### config.mk
export PLATFORM = sky130hd
export DESIGN_NAME = prepaid_activation_lockout_timer_unit
export DESIGN_NICKNAME = d
export VERILOG_FILES = /design/src/palt_pkg.sv /design/src/palt_ctrl.sv /design/src/palt_dp.sv /design/src/prepaid_activation_lockout_timer_unit.sv
export SDC_FILE = /design/constraint.sdc
export NUM_CORES = 1
export LEC_CHECK = 0
export BUFFER_PORTS_ARGS = -buffer_cell sky130_fd_sc_hd__buf_2
export CAP_MARGIN = 20
export CORE_ASPECT_RATIO = 1.75
export CORE_UTILIZATION = 54
export CTS_BUF_LIST = sky130_fd_sc_hd__clkbuf_8 sky130_fd_sc_hd__clkbuf_16
export CTS_CLUSTER_DIAMETER = 40
export CTS_CLUSTER_SIZE = 12
export DETAILED_ROUTE_END_ITERATION = 6
export GPL_TIMING_DRIVEN = 0
export PLACE_DENSITY_LB_ADDON = 0.3
export SYNTH_ARGS = -nofsm -noshare
export SYNTH_HDL_FRONTEND = slang
export SYNTH_SLANG_ARGS = --single-unit
### constraint.sdc
create_clock -name clock -period 5.1 [get_ports clock]
set_input_delay 1.53 -clock clock [delete_from_list [all_inputs] [get_ports clock]]
set_output_delay 1.53 -clock clock [all_outputs]
set_load 0.01 [all_outputs]
### src/palt_pkg.sv
package palt_pkg;

   localparam int MAX_FAILS         = 9;
   localparam int LOCK_UNIT_SECONDS = 60;
   localparam int SECONDS_PER_DAY   = 3600 * 24;

   localparam int TIME_W  = 32;
   localparam int VALUE_W = 10;
   localparam int DIVR_W  = 8;
   localparam int FAIL_W  = 4;
   localparam int BLINK_W = 3;
   localparam int ADDR_W  = 4;
   localparam int DATA_W  = 32;

   // widest lock time is 2^MAX_FAILS units
   localparam int LOCK_W = $clog2((2 ** MAX_FAILS) * LOCK_UNIT_SECONDS + 1);
   // value * seconds per day
   localparam int PROD_W = $clog2((2 ** VALUE_W - 1) * SECONDS_PER_DAY + 1);
   localparam int DIV_STEPS = PROD_W;
   localparam int CNT_W = $clog2(DIV_STEPS);

   localparam logic [TIME_W-1:0] TIME_MAX = '1;

   localparam logic [VALUE_W-1:0] SYNC_RESET    = VALUE_W'(999);
   localparam logic [VALUE_W-1:0] DISABLE_RESET = VALUE_W'(998);
   localparam logic [DIVR_W-1:0]  DIVIDER_RESET = DIVR_W'(1);

   localparam logic [1:0] REG_SYNC    = 2'd0;
   localparam logic [1:0] REG_DISABLE = 2'd1;
   localparam logic [1:0] REG_DIVIDER = 2'd2;

   localparam logic [BLINK_W-1:0] BLINK_NONE     = 3'd0;
   localparam logic [BLINK_W-1:0] BLINK_CREDIT   = 3'd2;
   localparam logic [BLINK_W-1:0] BLINK_SYNC     = 3'd3;
   localparam logic [BLINK_W-1:0] BLINK_DISABLED = 3'd5;

   typedef enum logic [2:0] {
      OP_QUERY,
      OP_FAIL,
      OP_SYNC,
      OP_DISABLE,
      OP_CREDIT
   } op_type;

   typedef enum logic [2:0] {
      ST_IDLE,
      ST_LOAD,
      ST_DIV,
      ST_UPDATE,
      ST_REPORT
   } state_type;

   typedef struct packed {
      logic load_item;
      logic load_calc;
      logic div_step;
      logic update;
      logic report;
   } cmd_type;

   typedef struct packed {
      logic is_credit;
      logic out_free;
   } stat_type;

   function automatic logic [LOCK_W-1:0] lock_seconds(input logic [FAIL_W-1:0] fails);
      return LOCK_W'(LOCK_UNIT_SECONDS) << fails;
   endfunction

   function automatic logic [TIME_W-1:0] sat_add(input logic [TIME_W-1:0] a,
                                                 input logic [TIME_W-1:0] b);
      logic [TIME_W:0] sum;
      sum = {1'b0, a} + {1'b0, b};
      return sum[TIME_W] ? TIME_MAX : sum[TIME_W-1:0];
   endfunction

endpackage

### src/palt_ctrl.sv
module palt_ctrl import palt_pkg::*; (
   input  logic     clock,
   input  logic     reset,
   input  logic     req_valid,
   output logic     req_ready,
   input  stat_type stat,
   output cmd_type  cmd
);

   state_type        state_ff, state_in;
   logic [CNT_W-1:0] cnt_ff, cnt_in;

   always_ff @(posedge clock) begin
      if (reset) begin
         state_ff <= ST_IDLE;
         cnt_ff   <= '0;
      end else begin
         state_ff <= state_in;
         cnt_ff   <= cnt_in;
      end
   end

   always_comb begin
      state_in  = state_ff;
      cnt_in    = cnt_ff;
      cmd       = '0;
      req_ready = 1'b0;
      unique case (state_ff)
         ST_IDLE: begin
            req_ready = 1'b1;
            if (req_valid) begin
               cmd.load_item = 1'b1;
               state_in      = ST_LOAD;
            end
         end
         ST_LOAD: begin
            cmd.load_calc = 1'b1;
            cnt_in        = CNT_W'(DIV_STEPS - 1);
            state_in      = stat.is_credit ? ST_DIV : ST_UPDATE;
         end
         ST_DIV: begin
            cmd.div_step = 1'b1;
            cnt_in       = cnt_ff - 1'b1;
            if (cnt_ff == '0) begin
               state_in = ST_UPDATE;
            end
         end
         ST_UPDATE: begin
            cmd.update = 1'b1;
            state_in   = ST_REPORT;
         end
         ST_REPORT: begin
            // hold until the output register can take the word
            if (stat.out_free) begin
               cmd.report = 1'b1;
               state_in   = ST_IDLE;
            end
         end
         default: state_in = ST_IDLE;
      endcase
   end

endmodule

### src/palt_dp.sv
module palt_dp import palt_pkg::*; (
   input  logic               clock,
   input  logic               reset,
   input  cmd_type            cmd,
   output stat_type           stat,
   input  logic               req_kind,
   input  logic [TIME_W-1:0]  req_now_seconds,
   input  logic               req_token_invalid,
   input  logic [VALUE_W-1:0] req_token_value,
   input  logic               req_count_is_odd,
   output logic               rsp_valid,
   input  logic               rsp_ready,
   output logic               rsp_active,
   output logic               rsp_entry_allowed,
   output logic [BLINK_W-1:0] rsp_blink_code,
   output logic [TIME_W-1:0]  rsp_credit_end,
   output logic [TIME_W-1:0]  rsp_lock_end,
   input  logic               csr_psel,
   input  logic               csr_penable,
   input  logic               csr_pwrite,
   input  logic [ADDR_W-1:0]  csr_paddr,
   input  logic [DATA_W-1:0]  csr_pwdata,
   output logic [DATA_W-1:0]  csr_prdata
);

   logic               kind_ff, invalid_ff, odd_ff;
   logic [TIME_W-1:0]  now_ff;
   logic [VALUE_W-1:0] value_ff;

   logic [VALUE_W-1:0] sync_ff, disable_ff;
   logic [DIVR_W-1:0]  divider_ff;
   logic               csr_wr;
   logic [DIVR_W-1:0]  divisor;

   op_type             op_dec, op_ff;
   logic [PROD_W-1:0]  quo_ff, quo_in;
   logic [DIVR_W-1:0]  rem_ff, rem_in;
   logic [DIVR_W:0]    trial;

   logic [FAIL_W-1:0]  fail_ff, fail_in;
   logic [TIME_W-1:0]  lock_ff, lock_in, active_ff, active_in, base;
   logic               meter_ff, meter_in;
   logic [BLINK_W-1:0] blink_ff, blink_in;

   logic               rsp_valid_ff, rsp_valid_in;
   logic               rsp_active_ff, rsp_entry_ff;
   logic [BLINK_W-1:0] rsp_blink_ff;
   logic [TIME_W-1:0]  rsp_credit_ff, rsp_lock_ff;

   // item capture
   always_ff @(posedge clock) begin
      if (cmd.load_item) begin
         kind_ff    <= req_kind;
         now_ff     <= req_now_seconds;
         invalid_ff <= req_token_invalid;
         value_ff   <= req_token_value;
         odd_ff     <= req_count_is_odd;
      end
   end

   // configuration registers
   assign csr_wr = csr_psel && csr_penable && csr_pwrite;

   always_ff @(posedge clock) begin
      if (reset) begin
         sync_ff    <= SYNC_RESET;
         disable_ff <= DISABLE_RESET;
         divider_ff <= DIVIDER_RESET;
      end else if (csr_wr) begin
         unique case (csr_paddr[3:2])
            REG_SYNC:    sync_ff    <= csr_pwdata[VALUE_W-1:0];
            REG_DISABLE: disable_ff <= csr_pwdata[VALUE_W-1:0];
            REG_DIVIDER: divider_ff <= csr_pwdata[DIVR_W-1:0];
            default: ;
         endcase
      end
   end

   always_comb begin
      unique case (csr_paddr[3:2])
         REG_SYNC:    csr_prdata = DATA_W'(sync_ff);
         REG_DISABLE: csr_prdata = DATA_W'(disable_ff);
         REG_DIVIDER: csr_prdata = DATA_W'(divider_ff);
         default:     csr_prdata = '0;
      endcase
   end

   // token classification, sync wins over disable
   always_comb begin
      priority if (!kind_ff)            op_dec = OP_QUERY;
      else if (invalid_ff)              op_dec = OP_FAIL;
      else if (value_ff == sync_ff)     op_dec = OP_SYNC;
      else if (value_ff == disable_ff)  op_dec = OP_DISABLE;
      else                              op_dec = OP_CREDIT;
   end

   assign divisor = (divider_ff == '0) ? DIVR_W'(1) : divider_ff;

   // restoring divider, one quotient bit per step
   assign trial = {rem_ff, quo_ff[PROD_W-1]};

   always_comb begin
      quo_in = quo_ff;
      rem_in = rem_ff;
      if (cmd.load_calc) begin
         quo_in = PROD_W'(value_ff) * PROD_W'(SECONDS_PER_DAY);
         rem_in = '0;
      end else if (cmd.div_step) begin
         if (trial >= {1'b0, divisor}) begin
            rem_in = DIVR_W'(trial - {1'b0, divisor});
            quo_in = {quo_ff[PROD_W-2:0], 1'b1};
         end else begin
            rem_in = trial[DIVR_W-1:0];
            quo_in = {quo_ff[PROD_W-2:0], 1'b0};
         end
      end
   end

   always_ff @(posedge clock) begin
      quo_ff <= quo_in;
      rem_ff <= rem_in;
      if (cmd.load_calc) begin
         op_ff <= op_dec;
      end
   end

   // state update
   assign base = (odd_ff || (active_ff < now_ff)) ? now_ff : active_ff;

   always_comb begin
      fail_in   = fail_ff;
      lock_in   = lock_ff;
      active_in = active_ff;
      meter_in  = meter_ff;
      blink_in  = blink_ff;
      if (cmd.update) begin
         blink_in = BLINK_NONE;
         unique case (op_ff)
            OP_QUERY: ;
            OP_FAIL: begin
               fail_in = (fail_ff < FAIL_W'(MAX_FAILS)) ? fail_ff + 1'b1
                                                         : FAIL_W'(MAX_FAILS);
               lock_in = sat_add(now_ff, TIME_W'(lock_seconds(fail_in)));
            end
            OP_SYNC: begin
               fail_in  = '0;
               blink_in = BLINK_SYNC;
            end
            OP_DISABLE: begin
               fail_in  = '0;
               meter_in = 1'b0;
               blink_in = BLINK_DISABLED;
            end
            OP_CREDIT: begin
               fail_in   = '0;
               meter_in  = 1'b1;
               active_in = sat_add(base, TIME_W'(quo_ff));
               blink_in  = BLINK_CREDIT;
            end
            default: ;
         endcase
      end
   end

   always_ff @(posedge clock) begin
      if (reset) begin
         fail_ff   <= '0;
         lock_ff   <= '0;
         active_ff <= '0;
         meter_ff  <= 1'b1;
      end else begin
         fail_ff   <= fail_in;
         lock_ff   <= lock_in;
         active_ff <= active_in;
         meter_ff  <= meter_in;
      end
   end

   always_ff @(posedge clock) begin
      blink_ff <= blink_in;
   end

   // output register
   always_comb begin
      rsp_valid_in = rsp_valid_ff;
      if (cmd.report) begin
         rsp_valid_in = 1'b1;
      end else if (rsp_ready) begin
         rsp_valid_in = 1'b0;
      end
   end

   always_ff @(posedge clock) begin
      if (reset) begin
         rsp_valid_ff <= 1'b0;
      end else begin
         rsp_valid_ff <= rsp_valid_in;
      end
   end

   always_ff @(posedge clock) begin
      if (cmd.report) begin
         rsp_active_ff <= !meter_ff || (active_ff > now_ff);
         rsp_entry_ff  <= !(lock_ff > now_ff);
         rsp_blink_ff  <= blink_ff;
         rsp_credit_ff <= active_ff;
         rsp_lock_ff   <= lock_ff;
      end
   end

   assign stat.is_credit = (op_dec == OP_CREDIT);
   assign stat.out_free  = !rsp_valid_ff || rsp_ready;

   assign rsp_valid         = rsp_valid_ff;
   assign rsp_active        = rsp_active_ff;
   assign rsp_entry_allowed = rsp_entry_ff;
   assign rsp_blink_code    = rsp_blink_ff;
   assign rsp_credit_end    = rsp_credit_ff;
   assign rsp_lock_end      = rsp_lock_ff;

endmodule

### src/prepaid_activation_lockout_timer_unit.sv
// Prepaid activation and token lockout timer. Each word on req_ carries the current
// time; a token word updates the failure count, the entry lock, the metering state
// and the credit end, a query word only reports, and every word gives one rsp_ word
// with the state after the update. One word is worked at a time. A credit token goes
// through the multiply, 27 steps of the bit-serial credit divider, update and report;
// any other word goes through load, update and report. The next word is accepted
// once the block is back in idle. The output register lets the next word be accepted
// while a result waits to be taken; a result that is still not taken when the next
// one is ready holds the block in its report step. The sync value, disable value and
// credit divider registers sit at byte addresses 0, 4 and 8 of the csr_ port.
module prepaid_activation_lockout_timer_unit import palt_pkg::*; (
   input  logic               clock,
   input  logic               reset,
   input  logic               req_valid,
   output logic               req_ready,
   input  logic               req_kind,
   input  logic [TIME_W-1:0]  req_now_seconds,
   input  logic               req_token_invalid,
   input  logic [VALUE_W-1:0] req_token_value,
   input  logic               req_count_is_odd,
   output logic               rsp_valid,
   input  logic               rsp_ready,
   output logic               rsp_active,
   output logic               rsp_entry_allowed,
   output logic [BLINK_W-1:0] rsp_blink_code,
   output logic [TIME_W-1:0]  rsp_credit_end,
   output logic [TIME_W-1:0]  rsp_lock_end,
   input  logic               csr_psel,
   input  logic               csr_penable,
   input  logic               csr_pwrite,
   input  logic [ADDR_W-1:0]  csr_paddr,
   input  logic [DATA_W-1:0]  csr_pwdata,
   output logic [DATA_W-1:0]  csr_prdata,
   output logic               csr_pready
);

   cmd_type  cmd;
   stat_type stat;

   assign csr_pready = 1'b1;

   palt_ctrl u_ctrl (
      .clock     (clock),
      .reset     (reset),
      .req_valid (req_valid),
      .req_ready (req_ready),
      .stat      (stat),
      .cmd       (cmd)
   );

   palt_dp u_dp (
      .clock             (clock),
      .reset             (reset),
      .cmd               (cmd),
      .stat              (stat),
      .req_kind          (req_kind),
      .req_now_seconds   (req_now_seconds),
      .req_token_invalid (req_token_invalid),
      .req_token_value   (req_token_value),
      .req_count_is_odd  (req_count_is_odd),
      .rsp_valid         (rsp_valid),
      .rsp_ready         (rsp_ready),
      .rsp_active        (rsp_active),
      .rsp_entry_allowed (rsp_entry_allowed),
      .rsp_blink_code    (rsp_blink_code),
      .rsp_credit_end    (rsp_credit_end),
      .rsp_lock_end      (rsp_lock_end),
      .csr_psel          (csr_psel),
      .csr_penable       (csr_penable),
      .csr_pwrite        (csr_pwrite),
      .csr_paddr         (csr_paddr),
      .csr_pwdata        (csr_pwdata),
      .csr_prdata        (csr_prdata)
   );

endmodule

## Word-level counts from Yosys, hierarchy flattened

Cells that the tools add are included.
Widths: inputs -> output; s select.

| cells by class | value |
|---|---|
| add/subtract/negate cells | 5 |
| multipliers | 1 |
| $lt $le $gt $ge | 5 |
| equal/unequal tests | 16 |
| shift operators | 1 |
| multiplexer cells | 33 |
| reduce and logical (&&, ||, !) cells | 26 |

Operators with widths:

| cell | count |
|---|---|
| $mux 32 | 3 |
| $gt 32x32->1 | 2 |
| $mux 27 | 2 |
| $add 32x15->33 | 1 |
| $add 32x27->33 | 1 |
| $lt 32x32->1 | 1 |
| $pmux 10 s3 | 1 |
| $mux 3 | 7 |
| $eq 10x10->1 | 2 |
| $mul 10x10->20 const B | 1 |
| $mux 8 | 2 |
| $pmux 3 s5 | 1 |
| $shl 6x4->15 const A | 1 |
| $reduce_and 2->1 | 7 |
| $eq 3x2->1 const B | 4 |
| $mux 1 | 12 |
| $pmux 5 s2 | 1 |
| $reduce_bool 2->1 | 5 |
| $eq 3x3->1 const B | 3 |
| $ge 9x8->1 | 1 |
| $pmux 3 s3 | 1 |
| $logic_not 8->1 | 1 |
| $pmux 4 s2 | 1 |
| $sub 8x8->8 | 1 |
| 18 further kinds | 25 |

| storage, ports and cells | value |
|---|---|
| register bits | 261 |
| input bits | 88 |
| output and inout port bits | 104 |
| word-level logic and storage cells | 112 |

## Longest topological paths before layout

Gate-level depths: netlist of the first run.

| depth | value |
|---|---|
| word-level depth | 8 |
| depth in mapped cells | 25 |
| gate-level depth less buffers | 21 |

## Hierarchy

A second synthesis of the first run with hierarchy kept.

| unflattened totals | value |
|---|---|
| cells, all modules | 1611 |
| area, all modules | 16321.9 µm² |

By module, submodules not included:

| module | times used | cells an instance | area each (µm²) | seq. area each (µm²) |
|---|---|---|---|---|
| palt_dp | 1 | 1561 | 15860.2 | 6466.2 |
| palt_ctrl | 1 | 48 | 450.4 | 160.2 |
| prepaid_activation_lockout_timer_unit | 1 | 2 | 11.3 | 0.0 |

## Worst setup path before layout of the first run

No wires, ideal clock.

| timing path | value |
|---|---|
| path type | register -> register |
| start | register u_dp.now_ff[17] |
| end | register u_dp.active_ff[10] |
| library setup time | 0.068 ns |
| arrival | 5.187 ns |
| data required time | 5.032 ns |
| slack | -0.155 ns |
| stages on the path, launching flop included | 26 |
| path buffers | 4 |
| period minus slack after synthesis | 5.255 ns |
| cells stage by stage | edfxtp_1 -> inv_1 -> ha_1 -> a21oi_1 -> o21ai_1 -> a221o_1 -> a2111o_1 -> o21bai_2 -> buf_6 -> clkbuf_1 -> buf_2 -> nand2_1 -> o21ai_0 -> ha_1 -> inv_1 -> fa_1 -> nor2b_1 -> o31a_1 -> o211ai_1 -> a211o_1 -> a21boi_0 -> a21oi_1 -> a211o_1 -> o21a_4 -> buf_6 -> a21oi_4 |

| on the way | value |
|---|---|
| word-level cells in the longest chain between the ends | 5 |

Ends and longest elaborated chain:

| item | line | source |
|---|---|---|
| start: declaration | palt_dp.sv:27 | `logic [TIME_W-1:0] now_ff;` |
| start signal: assignment | palt_dp.sv:54 | `now_ff <= req_now_seconds;` |
| $lt 32x32->1 | palt_dp.sv:128 | `assign base = (odd_ff \|\| (active_ff < now_ff)) ? now_ff : active_ff;` |
| $logic_or 1x1->1 | palt_dp.sv:128 |  |
| $mux 32 (*) | palt_dp.sv:128 |  |
| $add 32x27->33 (*) | palt_pkg.sv:73 | `sum = {1'b0, a} + {1'b0, b};` |
| $mux 32 (*) | palt_pkg.sv:74 | `return sum[TIME_W] ? TIME_MAX : sum[TIME_W-1:0];` |
| end signal: assignment | palt_dp.sv:174 | `active_ff <= active_in;` |
| end: declaration | palt_dp.sv:41 | `logic [TIME_W-1:0] lock_ff, lock_in, active_ff, active_in, base;` |

Every way passes the cells marked *; elsewhere a longest branch is shown, timed or not.
A chain may end at the register's enable or synchronous reset.

## Worst setup path after layout of the first run

| timing path | value |
|---|---|
| start | register u_dp.now_ff[22] |
| end | register u_dp.active_ff[7] |

The elaborated chain is that of the path after synthesis.

==> results of run 1 <==
## state kept, by name (all words and copies together) (netlist names), 4 cells and up
register,count
u_dp.value_ff,10
u_dp.fail_ff,4
u_ctrl.cnt_ff,5
u_dp.quo_ff,27
u_dp.rem_ff,8
u_dp.lock_ff,32
u_dp.divider_ff,8
u_dp.now_ff,32
u_dp.rsp_lock_end,32
u_dp.disable_ff,10
u_dp.sync_ff,10
u_dp.rsp_credit_end,32
u_dp.active_ff,32
## cells in the mapped netlist (12+ instances only)
master,number,area (sq um)
nor4_1,12,75.1
nand3_1,37,185
nor2b_1,18,113
dfxtp_1,121,2420
a21o_1,28,210
a211oi_1,16,120
nand2_1,115,432
fa_1,16,320
xnor2_1,58,508
buf_4,23,173
edfxtp_1,140,4200
a21oi_2,20,175
inv_1,120,450
o21ai_0,122,611
mux2_2,30,338
xor2_1,30,263
a21oi_1,105,526
ha_1,184,2300
nor3_1,25,125
nand4_1,25,156
a22o_1,22,193
clkbuf_1,37,139
mux2i_1,31,310
nor2_1,104,390
## layout make-up
cell class / count / area share (%)
Clock buffer: 38 / 4.74
Clock inverter: 24 / 0.978
Inverter: 120 / 2.27
Timing Repair Buffer: 229 / 7.37
Sequential cell: 261 / 33.4
Multi-Input combinational cell: 1170 / 46.4
Tap cell: 382 / 2.41
Buffer: 73 / 2.37
## routing by layer
layer	track usage, %	vias up	wire [um]
met3	3.77	202	2120
met1	29.0	6288	15400
met4	21.4	0	3440
met5	0	-	0
met2	54.4	566	23300
li1	-	6329	-
## cells by family after synthesis
logic type / count (synthesis)
xor+xnor: 88
fa+ha+maj: 200
other cells: 2
flops: 261
mux: 61
buf+inv: 193
simple gates: 389
compound gates: 409
## through the flow
step           util (%)  setup TNS [ns]  cell area (sq um)
6_report           67.7           -3.40              19800
5_1_grt            67.7           -8.10              19800
4_1_cts            66.7          -0.218              19500
3_5_place_dp       59.5          -47.95              17400
3_3_place_gp       59.2         -134.23              17300
2_1_floorplan         -               0              16100
## power by group
group	internal (mW)	leakage, nW	switching (mW)
sequential	2.61	2.25	0.284
clock	1.44	0.596	0.968
combinational	2.21	5.62	2.87
total	6.26	8.47	4.12
## worst max-delay path: stages, from the launching register on
cell	delay, ns
edfxtp_1	0.48
inv_2	0.15
ha_4	0.22
and4_1	0.17
a221o_1	0.34
a2111o_1	0.47
o21bai_2	0.16
buf_6	0.14
clkbuf_16	0.13
buf_12	0.13
nand2_4	0.06
o21ai_4	0.08
ha_4	0.16
inv_2	0.04
fa_2	0.36
nor2b_4	0.14
o31a_1	0.20
o211ai_1	0.17
a211o_1	0.34
a21boi_2	0.21
a21oi_2	0.09
a211o_1	0.31
o21a_4	0.31
clkbuf_16	0.19
a21oi_2	0.12
## worst max path at each step
stage	startpoint	slack (ns)	to
after floorplan	u_dp.now_ff[17]	0.03	u_dp.active_ff[10]
after global placement	u_dp.now_ff[14]	-1.43	u_dp.active_ff[31]
after detailed placement	u_dp.now_ff[15]	-1.55	u_dp.active_ff[1]
after CTS	u_dp.now_ff[26]	-0.04	u_dp.active_ff[28]
after global routing	u_dp.now_ff[22]	-0.28	u_dp.active_ff[19]
final	u_dp.now_ff[22]	-0.14	u_dp.active_ff[7]
## what timing repair did
item,CTS,global route
gates cloned,0,2
buffers inserted,70,12
hold buffers,0,0
gates resized for setup,83,29
pin swaps,25,26
endpoints found under the setup margin,33,64
==> metrics.yaml, run 1 <==
cells_and_area:
  area_growth_syn_to_layout_pct: 23.5
  drive_above_1_share_pct: 24.0
  fill_cells: 2204
  finalNonFillerCells: 2297
  fin_nets: 2177
  register_area_sq_um: 6630
  final_cell_mix: "ha_1, buf_2, edfxtp_1, dfxtp_1, o21ai_0"
  num_antenna_cells: 0
  multi_input_area_sq_um: 9200
  final_common_cell: "ha_1"
sta:
  fmax_ghz: 0.191
  maxSlewHeadroom_pct: 25.9
  setup_ws_ns: -0.141
  slew_violations: 0
  whs_ns: 0.441
  hold_violations: 0
  grt_setup_unrepaired: "true"
  fin_crit_ns: 5.24
  post-route-period-util_pct: 103
  tightestPinTransition_ns: 1.11
  final.setup_skew_ns: 0.0201
  setup_viol: 32
drt:
  dr.pass1.iters: 7
  post-route-drc-count: 0
  vias: 13400
  wl_per_cell_um: 19.3
  viasPerCell: 5.83
  wl_mm: 44.3
  drtIter0Drc: 781
  ant_nets: 0
placement:
  place_ws_ns: -1.55
  dp_cells: 2153
  gp_congestion: 0.954
  place_hpwl_mm: 31.9
  io_buffers: 143
synthesis:
  synth_flop_cell: "edfxtp_1"
  muxShareOfSynthArea_pct: 4.04
  synth_area_per_cell_sq_um: 10.0
  synth-adder-area-share_pct: 16.3
  syn_area_sq_um: 16000
  ys_ff_latch: 261
  yosysUniqueCellTypes: 66
  yosys.area_share.simple_pct: 11.4
  synth_edf_count: 140
  synth_top_family_by_area: "compound AO/OA/AOI/OAI gates"
  synth-xor-area-share_pct: 4.80
  async_reset_ff_share_pct: 0
  synth_compound_area_share_pct: 16.8
  syn_inst: 1603
  ys_seq_area_share_pct: 41.3
  yosys_warnings: 0
min_path:
  hp-start: "u_dp.lock_ff[0]"
  hold_depth: 0
  hold_end: "u_dp.rsp_lock_end[0]"
  hold_path_class: "flip-flop to flip-flop"
setup_path:
  rr_endpoint: "u_dp.active_ff[7]"
  critPathCaptureType: "flip-flop"
  crit-reg2reg-launch: "u_dp.now_ff[22]"
  reg2regPathDepth: 24
  required_ns: 5.55
  rrSetupSlack_ns: -0.14
  cp.arrival_ns: 5.70
  path_max_fanout: 7
  start_kind: "flip-flop"
  criticalPathCategory: "flip-flop to flip-flop"
power_and_ir_drop:
  total_power_mw: 10.4
  power.density_nw_per_um2: 524
  vdd_drop_max_v: 0.000373
  leakage_nw: 8.47
cts:
  cts.sinks: 261
  cts-buffers-inserted: 34
  path_clk_slew_ns: 0.06
  cts_tree: "done"
  root_buffer: "clkbuf_16"
  htree_levels: 2
  clkLatencyLatePin_ns: 0.53
  clockBufferDepth: 3
global_routing:
  grt_pass1_wl_mm: 69.1
  grt_max_degree: 35
  grt_pass1_vias: 13700
  gr-total-overflow: 0
  grt_usage_pct: 29.0
  antenna_found_initial: 0
floorplanning:
  fp-row-count: 83
  start_util_pct: 54.8
  core_sq_um: 29300
  die_area_sq_um: 30400
  ios: 192
  die_h_um: 230
  die_w_um: 132
status:
  outcome: "finished, violations left"
  violations: "setup timing"
job:
  cap_violations: 0
Power figures use the tool's default switching activity.
==> run 2: changes to the inputs <==
--- a/config.mk
+++ b/config.mk
@@ -14,7 +14,7 @@
 export CTS_CLUSTER_SIZE = 12
 export DETAILED_ROUTE_END_ITERATION = 6
 export GPL_TIMING_DRIVEN = 0
-export PLACE_DENSITY_LB_ADDON = 0.3
+export PLACE_DENSITY = 0.78
 export SYNTH_ARGS = -nofsm -noshare
 export SYNTH_HDL_FRONTEND = slang
 export SYNTH_SLANG_ARGS = --single-unit
==> run 2 against run 1 <==
The run still ends with setup timing left. Wire length fell by 2.4%. Highest routed layer unchanged. Total power fell by 4.3%. Non-clock buffer count rose by 3. Combinational power fell by 2%. Critical path depth rose by 1. Final area fell by 1.3%. Largest power group unchanged.
==> metrics.yaml, run 2 (synthesis gave the netlist of run 1 again) <==
status:
  outcome: "finished, violations left"
  violations: "setup timing"
setup_path:
  start_kind: "flip-flop"
  max_stage_delay_ns: 0.50  # +0.02 ns
  cpMaxStageDelayCell: "nor4bb_4"
  path_depth: 25  # +4.2%
  cp.arrival_ns: 5.77  # +0.07 ns
  critPathTopFamily: "compound AO/OA/AOI/OAI gates"
  required_ns: 5.60  # +0.05 ns
  reg2regPathDepth: 25  # +4.2%
  critPathBufInv: 8  # +2
  crit-reg2reg-launch: "u_dp.now_ff[30]"
  path_max_fanout: 7  # unchanged
  crit_start: "u_dp.now_ff[30]"
  critPathCaptureType: "flip-flop"
  crit_top_cell: "inv_2"
  criticalPathCategory: "flip-flop to flip-flop"
cells_and_area:
  final_cell_area_sq_um: 19600  # -1.3%
  fin_nets: 2177  # unchanged
  final_cell_mix: "ha_1, buf_2, edfxtp_1, dfxtp_1, o21ai_0"
  final_common_cell: "ha_1"
  area_growth_syn_to_layout_pct: 21.8
  final_core_util_pct: 66.8  # -0.91 points
  fill_cells: 2244  # +1.8%
  register_area_sq_um: 6630  # about the same
  num_antenna_cells: 0  # unchanged
  multi_input_area_sq_um: 9110  # -0.95%
  drive_above_1_share_pct: 23.5  # -0.55 points
sta:
  fmax_ghz: 0.190  # -0.68%
  slew_violations: 0  # unchanged
  post-route-period-util_pct: 103  # +0.70 points
  fin_crit_ns: 5.28  # +0.0357 ns
  final.setup_skew_ns: 0.0175  # -0.00263 ns
  tightestPinTransition_ns: 1.06  # -0.0455 ns
  grt_setup_unrepaired: "true"
  setup_viol: 33  # +3.1%
  maxSlewHeadroom_pct: 28.8  # +2.9 points
  whs_ns: 0.422  # -0.0190 ns
  setup_tns_ns: -4.89  # -1.49 ns
  setup_ws_ns: -0.177  # -0.0357 ns
  hold_violations: 0  # unchanged
floorplanning:
  ios: 192  # unchanged
  die_area_sq_um: 30400  # unchanged
  die_w_um: 132  # unchanged
  die_h_um: 230  # unchanged
  fp-row-count: 83  # unchanged
  core_sq_um: 29300  # unchanged
  start_util_pct: 54.8  # unchanged
power_and_ir_drop:
  leakage_nw: 8.39  # -0.91%
  vdd_drop_max_v: 0.000400  # +7.0%
  swShare_pct: 39.8  # +0.087 points
  switchingPower_mw: 3.95  # -4.1%
  power_frac_seq_pct: 29.0  # +1.1 points
  p_comb_share_pct: 50.3  # +1.4 points
  power.density_nw_per_um2: 508  # -3.0%
  power.internal_mw: 5.98  # -4.4%
  power_frac_clock_pct: 20.7  # -2.5 points
  total_power_mw: 9.94  # -4.3%
min_path:
  hold_path_class: "flip-flop to flip-flop"
  hp-start: "u_dp.blink_ff[0]"
  hold_depth: 0  # unchanged
drt:
  post-route-drc-count: 0  # unchanged
  drtIter0Drc: 835  # +6.9%
  viasPerCell: 5.78  # -0.89%
  ant_nets: 0  # unchanged
  vias: 13300  # -0.98%
  wl_per_cell_um: 18.9  # -2.3%
  dr.pass1.iters: 6  # -1
  wl_mm: 43.3  # -2.4%
global_routing:
  grt_usage_pct: 28.2  # -0.86 points
  antenna_found_initial: 0  # unchanged
  grt_pass1_wl_mm: 67.0  # -3.0%
  gr-total-overflow: 0  # unchanged
  grt_max_degree: 36  # +2.9%
  grt_pass1_vias: 13200  # -3.7%
cts:
  cts.sinks: 261  # unchanged
  cts-buffers-inserted: 31  # -8.8%
  path_clk_slew_ns: 0.06  # about the same
  holdBufCountCts: 0  # unchanged
  clkLatencyLatePin_ns: 0.57  # +0.04 ns
  clockBufferDepth: 3  # unchanged
  cts_tree: "done"
  root_buffer: "clkbuf_16"
  htree_levels: 1  # -1
placement:
  place_hpwl_mm: 31.7  # -0.73%
  gp_congestion: 0.995  # +4.4%
  place_area_sq_um: 17400  # -0.16%
  io_buffers: 143  # unchanged
job:
  cap_violations: 0  # unchanged
[run 2: cell count changes in the layout (fill, tap and decap cells not counted), sizes merged]
cell	previous run	this run
clkbuf	77	71
buf	263	268
clkinv	5	1
inv	136	139
bufinv	2	0
clkinvlp	1	3
[run 2: path summary, 6_finish.rpt]
| check | to | slack, ns |
|---|---|---|
| worst min register to register | u_dp.rsp_blink_code[0] | 0.42 |
| worst max-delay path | u_dp.active_ff[9] | -0.18 |
| worst min-delay path | u_dp.rsp_blink_code[0] | 0.42 |
| worst max register to register | u_dp.active_ff[9] | -0.18 |
[run 2: layout make-up]
class	count	share of cell area, %
flip-flops and latches	261	33.9
clock inverters	23	0.678
well taps	382	2.44
plain buffers	73	2.40
inverters	120	2.30
repair buffers	232	7.43
multi-input cells	1170	46.6
clock buffers	34	4.24
[run 2: power groups by stage]
stage	Combinational (mW)	Clock, mW	Sequential (mW)
final	5.00	2.05	2.88
after global routing	5.57	2.15	2.90
after CTS	4.82	2.07	2.86
after detailed placement	4.51	0	2.91
after global placement	4.35	0	2.92
after floorplan	3.60	0	2.82
[run 2: layer usage]
layer	share of wire, %	vias to the layer above	track usage, %
met5	0	-	0
met1	35	6218	27.9
li1	-	6333	-
met2	52	509	53.8
met3	4.9	194	3.00
met4	8.3	0	20.3
[run 2: through the flow]
step	worst slack, ns	cells
global route	-0.316	2295
detailed placement	-1.61	2152
finish	-0.177	2295
CTS	-0.201	2277
floorplan	0.0345	1624
global placement	-1.54	2149
[run 2: what timing repair did]
action / in CTS / in global routing
pin swaps: 24 / 27
setup endpoints to repair: 48 / 64
gates resized for setup: 70 / 32
gates cloned: 2 / 0
buffers inserted: 66 / 20
==> run 3: changes to the inputs <==
--- a/config.mk
+++ b/config.mk
@@ -5,6 +5,7 @@
 export SDC_FILE = /design/constraint.sdc
 export NUM_CORES = 1
 export LEC_CHECK = 0
+export ABC_AREA = 1
 export BUFFER_PORTS_ARGS = -buffer_cell sky130_fd_sc_hd__buf_2
 export CAP_MARGIN = 20
 export CORE_ASPECT_RATIO = 1.75
==> run 3 against run 2 <==
Non-clock buffer count shrank 85. Final area shrank 4.6%. Clock skew about the same. The run now ends clean. Total power fell by 21%. Die area rose by 0.70%. Clock power is 8% higher. Count of clock-buffer cells in the layout shrank 1. Maximum frequency rose by 8.9%.
==> metrics.yaml, run 3 <==
job:
  cap_violations: 0  # unchanged
synthesis:
  syn_area_sq_um: 16200  # +0.71%
  synth_area_per_cell_sq_um: 8.78  # -12%
  syn_inst: 1840  # +15%
  synth_flop_cell: "edfxtp_1"
  synth_top_area_share_pct: 26.0  # -0.18 points
  ys_seq_area_share_pct: 41.0  # -0.29 points
  synth_most_common_cell: "nand2_1"
  yosysUniqueCellTypes: 59  # -11%
  ys_ff_latch: 261  # unchanged
  synth_area_leader_cell: "edfxtp_1"
  synth_edf_count: 140  # unchanged
  async_reset_ff_share_pct: 0  # unchanged
  yosys_warnings: 0  # unchanged
  synthTopCellsByArea: "edfxtp_1, dfxtp_1, ha_1"
  synthTopCellsByCount: "nand2_1, inv_1, ha_1, a21oi_1"
sta:
  hold_violations: 0  # unchanged
  tightestPinTransition_ns: 0.958  # -0.104 ns
  fmax_ghz: 0.206  # +8.9%
  setup_viol: 0  # -100%
  final.setup_skew_ns: 0.0176  # +0.000116 ns
  post-route-period-util_pct: 95.0  # -8.5 points
  slew_violations: 0  # unchanged
  setup_ws_ns: 0.255  # +0.431 ns
  fin_crit_ns: 4.85  # -0.431 ns
  maxSlewHeadroom_pct: 35.6  # +6.8 points
  grt_setup_unrepaired: "false"
setup_path:
  crit-reg2reg-launch: "u_dp.now_ff[29]"
  reg2regPathDepth: 24  # -4.0%
  required_ns: 5.59  # about the same
  path_max_fanout: 18  # +11
  rrSetupSlack_ns: 0.25  # +0.43 ns
  start_kind: "flip-flop"
  crit_top_cell: "nand2_1"
  criticalPathCategory: "flip-flop to flip-flop"
  cpMaxStageDelayCell: "edfxtp_1"
  critPathCaptureType: "flip-flop"
  crit_chain: "inv_1 > ha_1 > nand2_1 > nor2_1 > nand2_1 > nor2_1 > nand2_1 > nand2_4 > nand2_8 > buf_4 > o21ai_0 > ha_2 > inv_1 > fa_1 > o21ai_4 > a21boi_2 > o21ai_2 > nand2_1 > nand3_2 > nand4_1 > nand2_2 > nand2_2 > buf_6 > a31oi_1"
  cp.arrival_ns: 5.34  # -0.43 ns
  rr_endpoint: "u_dp.active_ff[2]"
  max_stage_delay_ns: 0.45  # -0.05 ns
floorplanning:
  die_w_um: 133  # +0.35%
  core_sq_um: 29400  # +0.35%
  die_area_sq_um: 30700  # +0.70%
  ios: 192  # unchanged
  die_h_um: 231  # +0.35%
  fp-row-count: 83  # unchanged
  start_util_pct: 55.0  # +0.19 points
global_routing:
  grt_pass1_vias: 13800  # +4.3%
  antenna_found_initial: 0  # unchanged
  grt_pass1_wl_mm: 67.6  # +0.85%
  grt_max_degree: 29  # -19%
  gr-total-overflow: 0  # unchanged
  grt_usage_pct: 28.4  # +0.24 points
drt:
  wl_per_cell_um: 17.6  # -6.8%
  met1_length_mm: 14.6  # -2.2%
  post-route-drc-count: 0  # unchanged
  top_layer: "met4"
  vias: 13700  # +3.0%
  met2_length_mm: 23.1  # +2.3%
  viasPerCell: 5.56  # -3.7%
  drtIter0Drc: 622  # -26%
  dr.pass1.iters: 5  # -1
  wl_met3_mm: 1.57  # -26%
  wl_mm: 43.2  # -0.22%
  ant_nets: 0  # unchanged
cells_and_area:
  area_growth_syn_to_layout_pct: 15.4
  fill_cells: 2509  # +12%
  final_common_cell: "nand2_1"
  num_antenna_cells: 0  # unchanged
  multi_input_area_sq_um: 8440  # -7.4%
  drive_above_1_share_pct: 14.7  # -8.8 points
  fin_nets: 2337  # +7.3%
  final_cell_mix: "nand2_1, inv_1, ha_1, buf_2, a21oi_1"
  register_area_sq_um: 6630  # about the same
  final_core_util_pct: 63.5  # -3.3 points
power_and_ir_drop:
  total_power_mw: 7.84  # -21%
  power_frac_seq_pct: 33.6  # +4.6 points
  vdd_drop_max_v: 0.000456  # +14%
  switchingPower_mw: 2.95  # -25%
  leakage_nw: 8.63  # +2.9%
  power.internal_mw: 4.89  # -18%
  power.density_nw_per_um2: 420  # -17%
  power_frac_clock_pct: 28.1  # +7.4 points
  swShare_pct: 37.6  # -2.2 points
  p_comb_share_pct: 38.2  # -12 points
status:
  outcome: "finished, final reports clean"
min_path:
  hp-start: "u_dp.blink_ff[2]"
  hold_depth: 0  # unchanged
  hold_path_class: "flip-flop to flip-flop"
  hold_end: "u_dp.rsp_blink_code[2]"
cts:
  cts-buffers-inserted: 31  # unchanged
  cts_tree: "done"
  clockBufferDepth: 3  # unchanged
  clkLatencyLatePin_ns: 0.59  # +0.02 ns
  path_clk_slew_ns: 0.06  # about the same
  cts.sinks: 261  # unchanged
  holdBufCountCts: 0  # unchanged
  htree_levels: 1  # unchanged
  root_buffer: "clkbuf_16"
placement:
  io_buffers: 144  # +0.70%
  gp_congestion: 0.950  # -4.5%
  place_hpwl_mm: 35.3  # +11%
  place_ws_ns: -0.116  # +1.50 ns
-- run 3: cell count changes after synthesis, moves of 14 or more --
cell and delta:
inv_1 +98, a21oi_1 +39, a31oi_1 +30, o21ai_0 +18, a21o_1 -20, nand2_1 +198
mux2_2 -30, nor2_1 +30, mux2i_1 -31, xnor2_1 -28, nor2b_1 -18, nand3_1 +25
a211oi_1 -14
-- run 3: through the flow --
| step | hold slack, ns | TNS, ns | instances | cell area (sq um) |
|---|---|---|---|---|
| 4_1_cts | 0.421 | 0 | 2453 | 18600 |
| 5_1_grt | 0.435 | 0 | 2456 | 18700 |
| 2_1_floorplan | 0.400 | 0 | 1861 | 16300 |
| 3_3_place_gp | 0.408 | -65.11 | 2387 | 17500 |
| 6_report | 0.418 | 0 | 2456 | 18700 |
| 3_5_place_dp | 0.408 | -2.12 | 2395 | 17600 |
-- run 3: power groups by stage --
stage          Clock [mW]  Combinational (mW)  Sequential (mW)
6_report             2.21                3.00             2.64
4_1_cts              2.22                2.96             2.64
3_5_place_dp            0                2.93             2.68
2_1_floorplan           0                2.24             2.62
5_1_grt              2.30                3.41             2.66
3_3_place_gp            0                2.85             2.69
-- run 3: worst max-delay path: cells and delay by family (launching register included) --
family / cells / cell delay (ns)
simple gates: 12 / 1.55
fa+ha+maj: 3 / 1.09
flops: 1 / 0.45
compound gates: 5 / 0.98
buf+inv: 4 / 0.64
-- run 3: how the worst max path moves through the flow --
stage          depth (start not counted)       startpoint                 end  slack [ns]
5_1_grt                               26  u_dp.now_ff[15]   u_dp.active_ff[2]        0.01
4_1_cts                               27  u_dp.now_ff[15]  u_dp.active_ff[27]        0.04
3_3_place_gp                           3        req_valid      u_dp.now_ff[3]       -1.24
6_report                              24  u_dp.now_ff[29]   u_dp.active_ff[2]        0.25
2_1_floorplan                          2        req_valid     u_dp.invalid_ff        0.60
3_5_place_dp                          30  u_dp.now_ff[15]  u_dp.active_ff[30]       -0.12
-- run 3: layout make-up --
type	count	area share, %
timing repair buffer	156	4.60
inverter	225	4.54
clock inverter	25	1.23
multi-input combinational	1310	45.3
sequential	261	35.5
tap	382	2.56
clock buffer	33	4.31
buffer	64	2.00
-- run 3: repair_timing --
item / CTS / global route
setup endpoints to repair: 31 / 32
pin swaps: 0 / 1
gates resized for setup: 3 / 4
setup buffers: 0 / 3
-- run 3: routing by layer --
| metal | GRT usage, % | vias to the layer above |
|---|---|---|
| met1 | 26.4 | 6351 |
| li1 | - | 6744 |
| met3 | 2.64 | 152 |
| met5 | 0 | - |
| met2 | 55.1 | 411 |
| met4 | 23.4 | 0 |
-- run 3: cells by family (layout without fill, tap and decap cells) --
family                   Yosys count  after routing  synth area share [%]
other                              2             23                0.0465
AO/OA/AOI/OAI                    424            424                  15.7
AND/OR/NAND/NOR                  600            600                  16.0
buffers and inverters            290            503                  7.56
flip-flops                       261            261                  41.0
adder cells (fa/ha/maj)          200            200                  16.2
XOR/XNOR                          63             63                  3.41
